File: src/blpw_pkg.sv
`timescale 1ns / 1ps
`default_nettype none

package blpw_pkg;

  // Defaults for the top-level parameters
  localparam int MAX_DIM_DEF    = 1024;
  localparam int COORD_FRAC_DEF = 14;

  // Fixed field widths
  localparam int COORD_W = 16;
  localparam int DIM_W   = 11;
  localparam int COLOR_W = 32;
  localparam int APB_W   = 32;
  localparam int PADDR_W = 3;

  // Depth of the queue between the front and back
  localparam int Q_DEPTH = 2;

  // Register reset values
  localparam logic [DIM_W-1:0] WIDTH_RST  = 11'd320;
  localparam logic [DIM_W-1:0] HEIGHT_RST = 11'd240;

  // Item function codes
  typedef enum logic {
    FUNC_START   = 1'b0,
    FUNC_ADVANCE = 1'b1
  } func_t;

  // Register indexes (word address bit 2)
  typedef enum logic {
    REG_FRAME_WIDTH  = 1'b0,
    REG_FRAME_HEIGHT = 1'b1
  } reg_idx_t;

  // Queue status seen by both sides
  typedef struct packed {
    logic full;
    logic empty;
  } q_stat_t;

endpackage

`default_nettype wire

File: src/blpw_front.sv
`timescale 1ns / 1ps
`default_nettype none

module blpw_front #(
  parameter int MAX_DIM         = blpw_pkg::MAX_DIM_DEF,
  parameter int COORD_FRAC_BITS = blpw_pkg::COORD_FRAC_DEF
) (
  input  logic                                    clk,
  input  logic                                    rst,
  input  logic                                    in_valid,
  output logic                                    in_ready,
  input  logic                                    func,
  input  logic signed [blpw_pkg::COORD_W-1:0]     x_start,
  input  logic signed [blpw_pkg::COORD_W-1:0]     y_start,
  input  logic signed [blpw_pkg::COORD_W-1:0]     x_end,
  input  logic signed [blpw_pkg::COORD_W-1:0]     y_end,
  input  logic        [blpw_pkg::COLOR_W-1:0]     line_color,
  input  logic        [blpw_pkg::DIM_W-1:0]       frame_width,
  input  logic        [blpw_pkg::DIM_W-1:0]       frame_height,
  input  blpw_pkg::q_stat_t                       q_stat,
  output logic                                    q_push,
  output logic [1+4*$clog2(MAX_DIM)+blpw_pkg::COLOR_W-1:0] q_data
);
  import blpw_pkg::*;

  localparam int PIX_W  = $clog2(MAX_DIM);
  // Signed width of n + 1.0
  localparam int S_W    = ((COORD_FRAC_BITS + 1 > COORD_W) ? COORD_FRAC_BITS + 1 : COORD_W) + 1;
  localparam int HALF_W = DIM_W - 1;
  localparam int PROD_W = S_W - 1 + HALF_W;
  localparam int HI_W   = PROD_W - COORD_FRAC_BITS;
  localparam int CMP_W  = (HI_W > PIX_W) ? HI_W : PIX_W;
  localparam int LIM_W  = (DIM_W > PIX_W + 1) ? DIM_W : PIX_W + 1;
  localparam logic [S_W-1:0] ONE = {{(S_W-1){1'b0}}, 1'b1} << COORD_FRAC_BITS;

  // n + 1.0, floored at zero
  function automatic logic [S_W-2:0] shift_pos(input logic [COORD_W-1:0] n);
    logic [S_W-1:0] s;
    s = {{(S_W-COORD_W){n[COORD_W-1]}}, n} + ONE;
    shift_pos = s[S_W-1] ? '0 : s[S_W-2:0];
  endfunction

  // Largest pixel index on an axis: min(dim, MAX_DIM) - 1, never below zero
  function automatic logic [PIX_W-1:0] dim_lim(input logic [DIM_W-1:0] dim);
    logic [LIM_W-1:0] d;
    logic [LIM_W-1:0] m;
    d = LIM_W'(dim);
    m = LIM_W'(MAX_DIM);
    if (d > m) d = m;
    dim_lim = (d == '0) ? '0 : PIX_W'(d - 1'b1);
  endfunction

  // Drop the fraction and saturate at the axis limit
  function automatic logic [PIX_W-1:0] clamp_px(input logic [PROD_W-1:0] p,
                                                input logic [PIX_W-1:0]  lim);
    logic [CMP_W-1:0] hi;
    hi = CMP_W'(p[PROD_W-1:COORD_FRAC_BITS]);
    clamp_px = (hi > CMP_W'(lim)) ? lim : PIX_W'(hi);
  endfunction

  logic                f_valid;
  func_t               f_func;
  logic [PROD_W-1:0]   f_prod_x1, f_prod_y1, f_prod_x2, f_prod_y2;
  logic [PIX_W-1:0]    f_lim_x, f_lim_y;
  logic [COLOR_W-1:0]  f_color;
  logic                accept;
  logic [HALF_W-1:0]   half_w, half_h;

  assign in_ready = !f_valid || !q_stat.full;
  assign accept   = in_valid && in_ready;
  assign q_push   = f_valid && !q_stat.full;
  assign half_w   = frame_width[DIM_W-1:1];
  assign half_h   = frame_height[DIM_W-1:1];

  // Stage register: scaled coordinates, one multiply per endpoint axis
  always_ff @(posedge clk) begin
    if (rst) begin
      f_valid <= 1'b0;
    end else if (accept) begin
      f_valid <= 1'b1;
    end else if (q_push) begin
      f_valid <= 1'b0;
    end
    if (accept) begin
      f_func    <= func_t'(func);
      f_prod_x1 <= PROD_W'(shift_pos(x_start)) * PROD_W'(half_w);
      f_prod_y1 <= PROD_W'(shift_pos(y_start)) * PROD_W'(half_h);
      f_prod_x2 <= PROD_W'(shift_pos(x_end)) * PROD_W'(half_w);
      f_prod_y2 <= PROD_W'(shift_pos(y_end)) * PROD_W'(half_h);
      f_lim_x   <= dim_lim(frame_width);
      f_lim_y   <= dim_lim(frame_height);
      f_color   <= line_color;
    end
  end

  // Classified item into the queue
  assign q_data = {f_func,
                   clamp_px(f_prod_x1, f_lim_x), clamp_px(f_prod_y1, f_lim_y),
                   clamp_px(f_prod_x2, f_lim_x), clamp_px(f_prod_y2, f_lim_y),
                   f_color};

endmodule

`default_nettype wire

File: src/blpw_queue.sv
`timescale 1ns / 1ps
`default_nettype none

module blpw_queue #(
  parameter int WIDTH = 8,
  parameter int DEPTH = blpw_pkg::Q_DEPTH
) (
  input  logic              clk,
  input  logic              rst,
  input  logic              push,
  input  logic [WIDTH-1:0]  wdata,
  input  logic              pop,
  output logic [WIDTH-1:0]  rdata,
  output blpw_pkg::q_stat_t stat
);
  import blpw_pkg::*;

  localparam int PTR_W = (DEPTH > 1) ? $clog2(DEPTH) : 1;
  localparam int CNT_W = $clog2(DEPTH + 1);

  logic [WIDTH-1:0] entry [DEPTH];
  logic [PTR_W-1:0] wr_ptr, rd_ptr;
  logic [CNT_W-1:0] count;

  function automatic logic [PTR_W-1:0] next_ptr(input logic [PTR_W-1:0] p);
    next_ptr = (p == PTR_W'(DEPTH - 1)) ? '0 : p + 1'b1;
  endfunction

  assign stat.full  = (count == CNT_W'(DEPTH));
  assign stat.empty = (count == '0);
  assign rdata      = entry[rd_ptr];

  // Pointers and fill count
  always_ff @(posedge clk) begin
    if (rst) begin
      wr_ptr <= '0;
      rd_ptr <= '0;
      count  <= '0;
    end else begin
      if (push) wr_ptr <= next_ptr(wr_ptr);
      if (pop)  rd_ptr <= next_ptr(rd_ptr);
      if (push && !pop)      count <= count + 1'b1;
      else if (pop && !push) count <= count - 1'b1;
    end
    if (push) entry[wr_ptr] <= wdata;
  end

  a_no_overflow: assert property (@(posedge clk) disable iff (rst)
    push |-> !stat.full || pop)
    else $error("item written into a full queue");

  a_no_underflow: assert property (@(posedge clk) disable iff (rst)
    pop |-> !stat.empty)
    else $error("item read from an empty queue");

  a_count_step: assert property (@(posedge clk) disable iff (rst)
    push && !pop |=> count == $past(count) + 1'b1)
    else $error("fill count did not follow a write");

endmodule

`default_nettype wire

File: src/blpw_back.sv
`timescale 1ns / 1ps
`default_nettype none

module blpw_back #(
  parameter int MAX_DIM = blpw_pkg::MAX_DIM_DEF
) (
  input  logic                                   clk,
  input  logic                                   rst,
  input  blpw_pkg::q_stat_t                      q_stat,
  input  logic [1+4*$clog2(MAX_DIM)+blpw_pkg::COLOR_W-1:0] q_data,
  output logic                                   q_pop,
  input  logic [blpw_pkg::DIM_W-1:0]             frame_width,
  output logic                                   out_valid,
  input  logic                                   out_ready,
  output logic [$clog2(MAX_DIM)-1:0]             pixel_x,
  output logic [$clog2(MAX_DIM)-1:0]             pixel_y,
  output logic [2*$clog2(MAX_DIM)-1:0]           pixel_addr,
  output logic [blpw_pkg::COLOR_W-1:0]           pixel_color,
  output logic                                   last_pixel
);
  import blpw_pkg::*;

  localparam int PIX_W  = $clog2(MAX_DIM);
  localparam int ITEM_W = 1 + 4*PIX_W + COLOR_W;
  localparam int ERR_W  = PIX_W + 2;
  localparam int E2_W   = ERR_W + 1;
  localparam int MUL_W  = PIX_W + DIM_W;
  localparam int SUM_W  = ((MUL_W > 2*PIX_W) ? MUL_W : 2*PIX_W) + 1;

  // Head item fields
  func_t              hd_func;
  logic [PIX_W-1:0]   hd_x1, hd_y1, hd_x2, hd_y2;
  logic [COLOR_W-1:0] hd_color;

  assign hd_func  = func_t'(q_data[ITEM_W-1]);
  assign hd_x1    = q_data[COLOR_W+4*PIX_W-1 -: PIX_W];
  assign hd_y1    = q_data[COLOR_W+3*PIX_W-1 -: PIX_W];
  assign hd_x2    = q_data[COLOR_W+2*PIX_W-1 -: PIX_W];
  assign hd_y2    = q_data[COLOR_W+PIX_W-1 -: PIX_W];
  assign hd_color = q_data[COLOR_W-1:0];

  // Line state
  logic                    line_active;
  logic [PIX_W-1:0]        cur_col, cur_row, end_col, end_row;
  logic [PIX_W-1:0]        abs_dx, abs_dy;
  logic signed [ERR_W-1:0] err_term;
  logic                    step_x_negative, step_y_negative;
  logic [COLOR_W-1:0]      held_color;

  logic slot_free, is_start, is_adv, at_end;

  assign slot_free = !out_valid || out_ready;
  assign q_pop     = !q_stat.empty && slot_free;
  assign is_start  = q_pop && (hd_func == FUNC_START);
  assign is_adv    = q_pop && (hd_func == FUNC_ADVANCE) && line_active;
  assign at_end    = (cur_col == end_col) && (cur_row == end_row);

  // Line setup from the mapped endpoints
  logic [PIX_W-1:0]        dx_start, dy_start;
  logic signed [ERR_W-1:0] err_start;

  assign dx_start  = (hd_x2 > hd_x1) ? hd_x2 - hd_x1 : hd_x1 - hd_x2;
  assign dy_start  = (hd_y2 > hd_y1) ? hd_y2 - hd_y1 : hd_y1 - hd_y2;
  assign err_start = $signed({2'b00, dx_start}) - $signed({2'b00, dy_start});

  // One Bresenham step
  logic signed [E2_W-1:0] e2, dx_e, dy_e, err_sum;
  logic                   step_x, step_y;

  assign e2      = {err_term, 1'b0};
  assign dx_e    = $signed({{(E2_W-PIX_W){1'b0}}, abs_dx});
  assign dy_e    = $signed({{(E2_W-PIX_W){1'b0}}, abs_dy});
  assign step_x  = e2 > -dy_e;
  assign step_y  = e2 < dx_e;
  assign err_sum = {err_term[ERR_W-1], err_term}
                   + (step_y ? dx_e : '0) - (step_x ? dy_e : '0);

  // Linear address of the current pixel
  logic [SUM_W-1:0] addr_full;

  assign addr_full = SUM_W'(cur_row) * SUM_W'(frame_width) + SUM_W'(cur_col);

  // Line state, output register
  always_ff @(posedge clk) begin
    if (rst) begin
      line_active <= 1'b0;
      out_valid   <= 1'b0;
    end else begin
      if (is_start) begin
        line_active <= 1'b1;
      end else if (is_adv && at_end) begin
        line_active <= 1'b0;
      end
      if (is_adv) begin
        out_valid <= 1'b1;
      end else if (out_ready) begin
        out_valid <= 1'b0;
      end
    end

    if (is_start) begin
      cur_col         <= hd_x1;
      cur_row         <= hd_y1;
      end_col         <= hd_x2;
      end_row         <= hd_y2;
      abs_dx          <= dx_start;
      abs_dy          <= dy_start;
      step_x_negative <= !(hd_x1 < hd_x2);
      step_y_negative <= !(hd_y1 < hd_y2);
      err_term        <= err_start;
      held_color      <= hd_color;
    end else if (is_adv && !at_end) begin
      if (step_x) cur_col <= step_x_negative ? cur_col - 1'b1 : cur_col + 1'b1;
      if (step_y) cur_row <= step_y_negative ? cur_row - 1'b1 : cur_row + 1'b1;
      err_term <= err_sum[ERR_W-1:0];
    end

    if (is_adv) begin
      pixel_x     <= cur_col;
      pixel_y     <= cur_row;
      pixel_addr  <= addr_full[2*PIX_W-1:0];
      pixel_color <= held_color;
      last_pixel  <= at_end;
    end
  end

  a_end_only_on_last: assert property (@(posedge clk) disable iff (rst)
    $fell(line_active) && !$past(rst) |-> $past(is_adv && at_end))
    else $error("line ended without emitting its end pixel");

  a_adv_emits: assert property (@(posedge clk) disable iff (rst)
    is_adv |=> out_valid && last_pixel == $past(at_end))
    else $error("advance on an active line produced no pixel");

  a_hold_when_stalled: assert property (@(posedge clk) disable iff (rst)
    out_valid && !out_ready |-> !q_pop)
    else $error("queue popped while the output register was held");

endmodule

`default_nettype wire

File: src/bresenham_line_pixel_walker.sv
`timescale 1ns / 1ps
`default_nettype none

// Bresenham line walker. A start item (func = 0) maps both Q1.14 endpoints to
// screen pixels against frame_width/frame_height and latches the color; it
// emits nothing. Each advance item (func = 1) emits the current pixel (x, y,
// y*frame_width+x, color, last flag) and steps; advances with no active line
// emit nothing. Sustained rate is one item per clock while out_ready holds high:
// the front scales the endpoints in one registered multiply stage, a two-entry
// queue decouples it from the back, and the back runs one error step and one
// address multiply per clock into the output register. An advance item passes
// the front register and the queue first. Write frame_width (offset 0x0)
// and frame_height (0x4) only while no line items are in flight.
module bresenham_line_pixel_walker #(
  parameter int MAX_DIM         = blpw_pkg::MAX_DIM_DEF,
  parameter int COORD_FRAC_BITS = blpw_pkg::COORD_FRAC_DEF
) (
  input  logic                                clk,
  input  logic                                rst,
  input  logic                                psel,
  input  logic                                penable,
  input  logic                                pwrite,
  input  logic [blpw_pkg::PADDR_W-1:0]        paddr,
  input  logic [blpw_pkg::APB_W-1:0]          pwdata,
  output logic [blpw_pkg::APB_W-1:0]          prdata,
  output logic                                pready,
  input  logic                                in_valid,
  output logic                                in_ready,
  input  logic                                func,
  input  logic signed [blpw_pkg::COORD_W-1:0] x_start,
  input  logic signed [blpw_pkg::COORD_W-1:0] y_start,
  input  logic signed [blpw_pkg::COORD_W-1:0] x_end,
  input  logic signed [blpw_pkg::COORD_W-1:0] y_end,
  input  logic [blpw_pkg::COLOR_W-1:0]        line_color,
  output logic                                out_valid,
  input  logic                                out_ready,
  output logic [$clog2(MAX_DIM)-1:0]          pixel_x,
  output logic [$clog2(MAX_DIM)-1:0]          pixel_y,
  output logic [2*$clog2(MAX_DIM)-1:0]        pixel_addr,
  output logic [blpw_pkg::COLOR_W-1:0]        pixel_color,
  output logic                                last_pixel
);
  import blpw_pkg::*;

  localparam int PIX_W  = $clog2(MAX_DIM);
  localparam int ITEM_W = 1 + 4*PIX_W + COLOR_W;

  // Configuration registers
  logic [DIM_W-1:0] frame_width, frame_height;
  logic             cfg_wr;
  reg_idx_t         cfg_idx;

  assign pready  = 1'b1;
  assign cfg_wr  = psel && penable && pwrite && pready;
  assign cfg_idx = reg_idx_t'(paddr[2]);

  always_ff @(posedge clk) begin
    if (rst) begin
      frame_width  <= WIDTH_RST;
      frame_height <= HEIGHT_RST;
    end else if (cfg_wr) begin
      case (cfg_idx)
        REG_FRAME_WIDTH:  frame_width  <= pwdata[DIM_W-1:0];
        REG_FRAME_HEIGHT: frame_height <= pwdata[DIM_W-1:0];
        default: ;
      endcase
    end
  end

  // Register readback
  always_comb begin
    case (cfg_idx)
      REG_FRAME_WIDTH:  prdata = APB_W'(frame_width);
      REG_FRAME_HEIGHT: prdata = APB_W'(frame_height);
      default:          prdata = '0;
    endcase
  end

  q_stat_t           q_stat;
  logic              q_push, q_pop;
  logic [ITEM_W-1:0] q_wdata, q_rdata;

  blpw_front #(
    .MAX_DIM         (MAX_DIM),
    .COORD_FRAC_BITS (COORD_FRAC_BITS)
  ) u_front (
    .clk          (clk),
    .rst          (rst),
    .in_valid     (in_valid),
    .in_ready     (in_ready),
    .func         (func),
    .x_start      (x_start),
    .y_start      (y_start),
    .x_end        (x_end),
    .y_end        (y_end),
    .line_color   (line_color),
    .frame_width  (frame_width),
    .frame_height (frame_height),
    .q_stat       (q_stat),
    .q_push       (q_push),
    .q_data       (q_wdata)
  );

  blpw_queue #(
    .WIDTH (ITEM_W),
    .DEPTH (Q_DEPTH)
  ) u_queue (
    .clk   (clk),
    .rst   (rst),
    .push  (q_push),
    .wdata (q_wdata),
    .pop   (q_pop),
    .rdata (q_rdata),
    .stat  (q_stat)
  );

  blpw_back #(
    .MAX_DIM (MAX_DIM)
  ) u_back (
    .clk         (clk),
    .rst         (rst),
    .q_stat      (q_stat),
    .q_data      (q_rdata),
    .q_pop       (q_pop),
    .frame_width (frame_width),
    .out_valid   (out_valid),
    .out_ready   (out_ready),
    .pixel_x     (pixel_x),
    .pixel_y     (pixel_y),
    .pixel_addr  (pixel_addr),
    .pixel_color (pixel_color),
    .last_pixel  (last_pixel)
  );

endmodule

`default_nettype wire
File: config.mk
export PLATFORM = sky130hd
export DESIGN_NAME = bresenham_line_pixel_walker
export DESIGN_NICKNAME = d
export VERILOG_FILES = /design/src/blpw_pkg.sv /design/src/blpw_front.sv /design/src/blpw_queue.sv /design/src/blpw_back.sv /design/src/bresenham_line_pixel_walker.sv
export SDC_FILE = /design/constraint.sdc
export NUM_CORES = 2
export LEC_CHECK = 0
export BUFFER_PORTS_ARGS = -buffer_cell sky130_fd_sc_hd__buf_2
export CAP_MARGIN = 15
export CORE_MARGIN = 2
export CORE_UTILIZATION = 50
export DETAILED_ROUTE_END_ITERATION = 16
export PLACE_DENSITY = 0.69
export SYNTH_ARGS = -nofsm -noshare
export SYNTH_HDL_FRONTEND = slang
export SYNTH_SLANG_ARGS = --single-unit
export TNS_END_PERCENT = 20
File: constraint.sdc
create_clock -name clk -period 14.48 [get_ports clk]
set_clock_uncertainty 0.1 [all_clocks]
set_input_delay 2.896 -clock clk [delete_from_list [all_inputs] [get_ports clk]]
set_output_delay 2.896 -clock clk [all_outputs]
set_load 0.01 [all_outputs]
==> impl_metrics.csv <==
group,metric,value,unit
sta,clock.fmax,109.8,MHz
global_route,grt.total_usage,0.2219,
clock_network,clk_path_buf_depth,3,
logic_synthesis,ys.flop_type,"edfxtp_1",
sta,timing.final.crit_share,0.6292,
logic_synthesis,netlist_top_cells_count,"737 x inv_1, 532 x fa_1, 437 x ha_1",
detailed_routing,ant_nets,0,
setup_path,path_class,"in -> reg",
logic_synthesis,synth-seq-cells,456,
pwr,p_leak,23.50,nW
sta,rsz0062_at_grt,"no",
setup_path,cp.required,14740,ps
setup_path,critPathSlowestCell,"a2111oi_0",
floorplanning,ios,247,
logic_synthesis,synthArstFlopShare,0,
logic_synthesis,yosys.area.top_type_share,0.2837,
clock_network,cts_max_level,2,
floorplanning,die_w,304.3,um
detailed_routing,drc,0,
sta,worstMarginPinSlew,1101,ps
setup_path,path_common_cell,"fa_1",
detailed_routing,via_per_inst,5.396,
setup_path,crit_chain,"buf_2, nand2b_2, buf_4, and2_0, nand2_1, fa_1, inv_1, fa_1, fa_1, fa_1, inv_1, fa_1, inv_1, ha_1, nand3_1, nor2_1, a2111oi_0, o2111ai_1, o211ai_1, o22ai_1, a311o_1",
pwr,power_density,167.8,nW/um^2
setup_path,critPathMaxStageDelay,780,ps
global_route,antenna_found_initial,5,
pwr,finalPower,8.161,mW
placed_design,hpwl,75000,um
logic_synthesis,synth_edf_count,426,
final_layout,final_cells,5655,
clock_network,cts_tree,"done",
floorplanning,dieArea,92600,sq um
clock_network,cts_resized,0,
global_route,globalRouteOverflowTotal,0,
floorplanning,initial_core_util,0.5025,
global_route,grt_pass1_wl,165600,um
floorplanning,die_h,304.3,um
setup_path,worst-path-max-fanout,104,
placed_design,place_congestion,0.8862,
placed_design,port_buffers,201,
outcome,status,"complete, no violations",
clock_network,postCtsSetupBuffers,0,
floorplanning,core-area,89740,sq um
logic_synthesis,synth_most_common_cell,"inv_1",
sta,drv_slew,0,
final_layout,drive_gt1_frac,0.09808,
job,drv_cap,0,
sta,fin_setup_tns,0,ps
floorplanning,fp-row-count,110,
clock_network,clock-sinks,456,
global_route,grt_pass1_vias,31340,
logic_synthesis,yosysWarningCount,0,
sta,fin_crit,9111,ps
min_path,min_path_type,"reg -> reg",
clock_network,clkSlewWorstSetupHoldPaths,60,ps
final_layout,final_nets,5543,
logic_synthesis,synthTopCellsByArea,"edfxtp_1 28%, fa_1 24%, ha_1 12%",
detailed_routing,dr.pass1.iters,6,
logic_synthesis,synth_area,45090,sq um
logic_synthesis,ys_seq_area_frac,0.2970,
sta,fin_hold_ws,314.6,ps
setup_path,crit_arrival,9370,ps
logic_synthesis,syn_area_per_cell,10.32,sq um
sta,setup_viol,0,
sta,hold_violations,0,
pwr,vdd_drop_max,0.1591,mV
logic_synthesis,synthCells,4370,
detailed_routing,routed_wl,101400,um
clock_network,clkLatencyLatePin,640,ps
global_route,grt_max_degree,106,
final_layout,area_growth,7.873,%
logic_synthesis,yosysTopAreaCell,"edfxtp_1",
detailed_routing,via_count,30520,
detailed_routing,drtIter0Drc,1972,
clock_network,root_buffer,"clkbuf_16",
clock_network,numCtsBuffers,51,
setup_path,critPathLaunchType,"input pin",
logic_synthesis,yosysUniqueCellTypes,72,
detailed_routing,wl_per_cell,17.93,um
setup_path,end_kind,"register",
sta,relSlewSlack,0.2659,
clock_network,ctsHoldBuffers,0,
placed_design,dp.cells,5557,
==> critical path, delay by kind of cell <==
kind,cells,cell delay (ps)
adder cells (fa/ha/maj),6,2850
buffers and inverters,5,870
AO/OA/AOI/OAI,5,1850
AND/OR/NAND/NOR,5,850
==> per-layer routing <==
| metal | wire length (um) | global-route usage | part of all wire | vias up |
|---|---|---|---|---|
| met5 | 13 | 0 | 0.00013 | - |
| met4 | 2892 | 0.06608 | 0.029 | 2 |
| met3 | 5197 | 0.02653 | 0.051 | 154 |
| met2 | 47940 | 0.3659 | 0.47 | 784 |
| met1 | 45370 | 0.3090 | 0.45 | 15090 |
| li1 | - | - | - | 14480 |
==> worst paths after layout <==
check	startpoint	to	slack (ps)	cells after the start
setup reg to reg	frame_width[7]	u_front.f_prod_x2[25]	7980	17
hold reg to reg	u_back.held_color[24]	u_back.pixel_color[24]	310	0
setup / recovery	x_end[14]	u_front.f_prod_x2[25]	5370	21
hold / removal	u_back.held_color[24]	u_back.pixel_color[24]	310	0
==> layout by cell type, fill, tap and decap left out, types with 13 or more instances in the layout <==
cell type,synthesis,final
xnor2_1,102,102
and3_1,275,274
edfxtp_1,426,426
inv_1,737,736
clkbuf_16,0,51
nand3_1,134,134
buf_4,24,38
dfxtp_1,30,21
mux2_2,92,92
nor3_1,38,38
a21o_1,53,53
nand2b_1,24,20
and2_1,108,107
buf_2,0,201
nand4_1,27,27
nor4_1,13,13
nor2_1,111,110
nor2b_1,30,30
ha_1,437,437
o21ai_0,89,89
fa_1,532,532
a21oi_1,141,141
xor2_1,46,46
mux2i_1,52,52
nand2_1,434,434
conb_1,2,22
o21a_1,15,15
==> cell type report <==
class	instances	area, sq um
inverters	739	2778
well taps	1176	1471
multi-input cells	2947	27990
flip-flops and latches	456	13410
repair buffers	240	1296
clock inverters	36	384.1
fillers	7857	41100
clock buffers	58	1303
diodes	3	7.507
==> metrics by stage <==
stage               worst slack, ps  cell area (sq um)  utilization
CTS                            5446              48630       0.5419
global route                   4943              48640       0.5420
global placement               4882              46940       0.5231
finish                         5370              48640       0.5420
detailed placement             4829              46940       0.5231
floorplan                      5811              45160            -
==> power breakdown <==
group | switching (mW) | total [mW] | internal [mW] | leakage, nW
clock network | 0.561 | 1.29 | 0.730 | 0.808
logic | 2.66 | 4.68 | 2.02 | 18.5
registers | 0.242 | 2.19 | 1.95 | 4.18
==> state kept, by name, summed over array words and instances, names as in the netlist, 11 cells and up, named ones only <==
register	flops
frame_height	11
frame_width	11
u_back.err_term	12
u_back.held_color	32
u_back.pixel_addr	20
u_back.pixel_color	32
u_front.f_color	32
u_front.f_prod_x1	12
u_front.f_prod_x2	12
u_front.f_prod_y1	12
u_front.f_prod_y2	12
u_queue.entry	146
==> kinds of logic after synthesis <==
family / count (synthesis) / synth area share
compound gates: 417 / 0.05789
other cells: 2 / 0.0001666
buf+inv: 987 / 0.08436
fa+ha+maj: 969 / 0.3575
simple gates: 1244 / 0.1388
xor+xnor: 148 / 0.02875
mux: 147 / 0.03552
flops: 456 / 0.2970
Note: power is estimated with default switching activity, not from simulation.
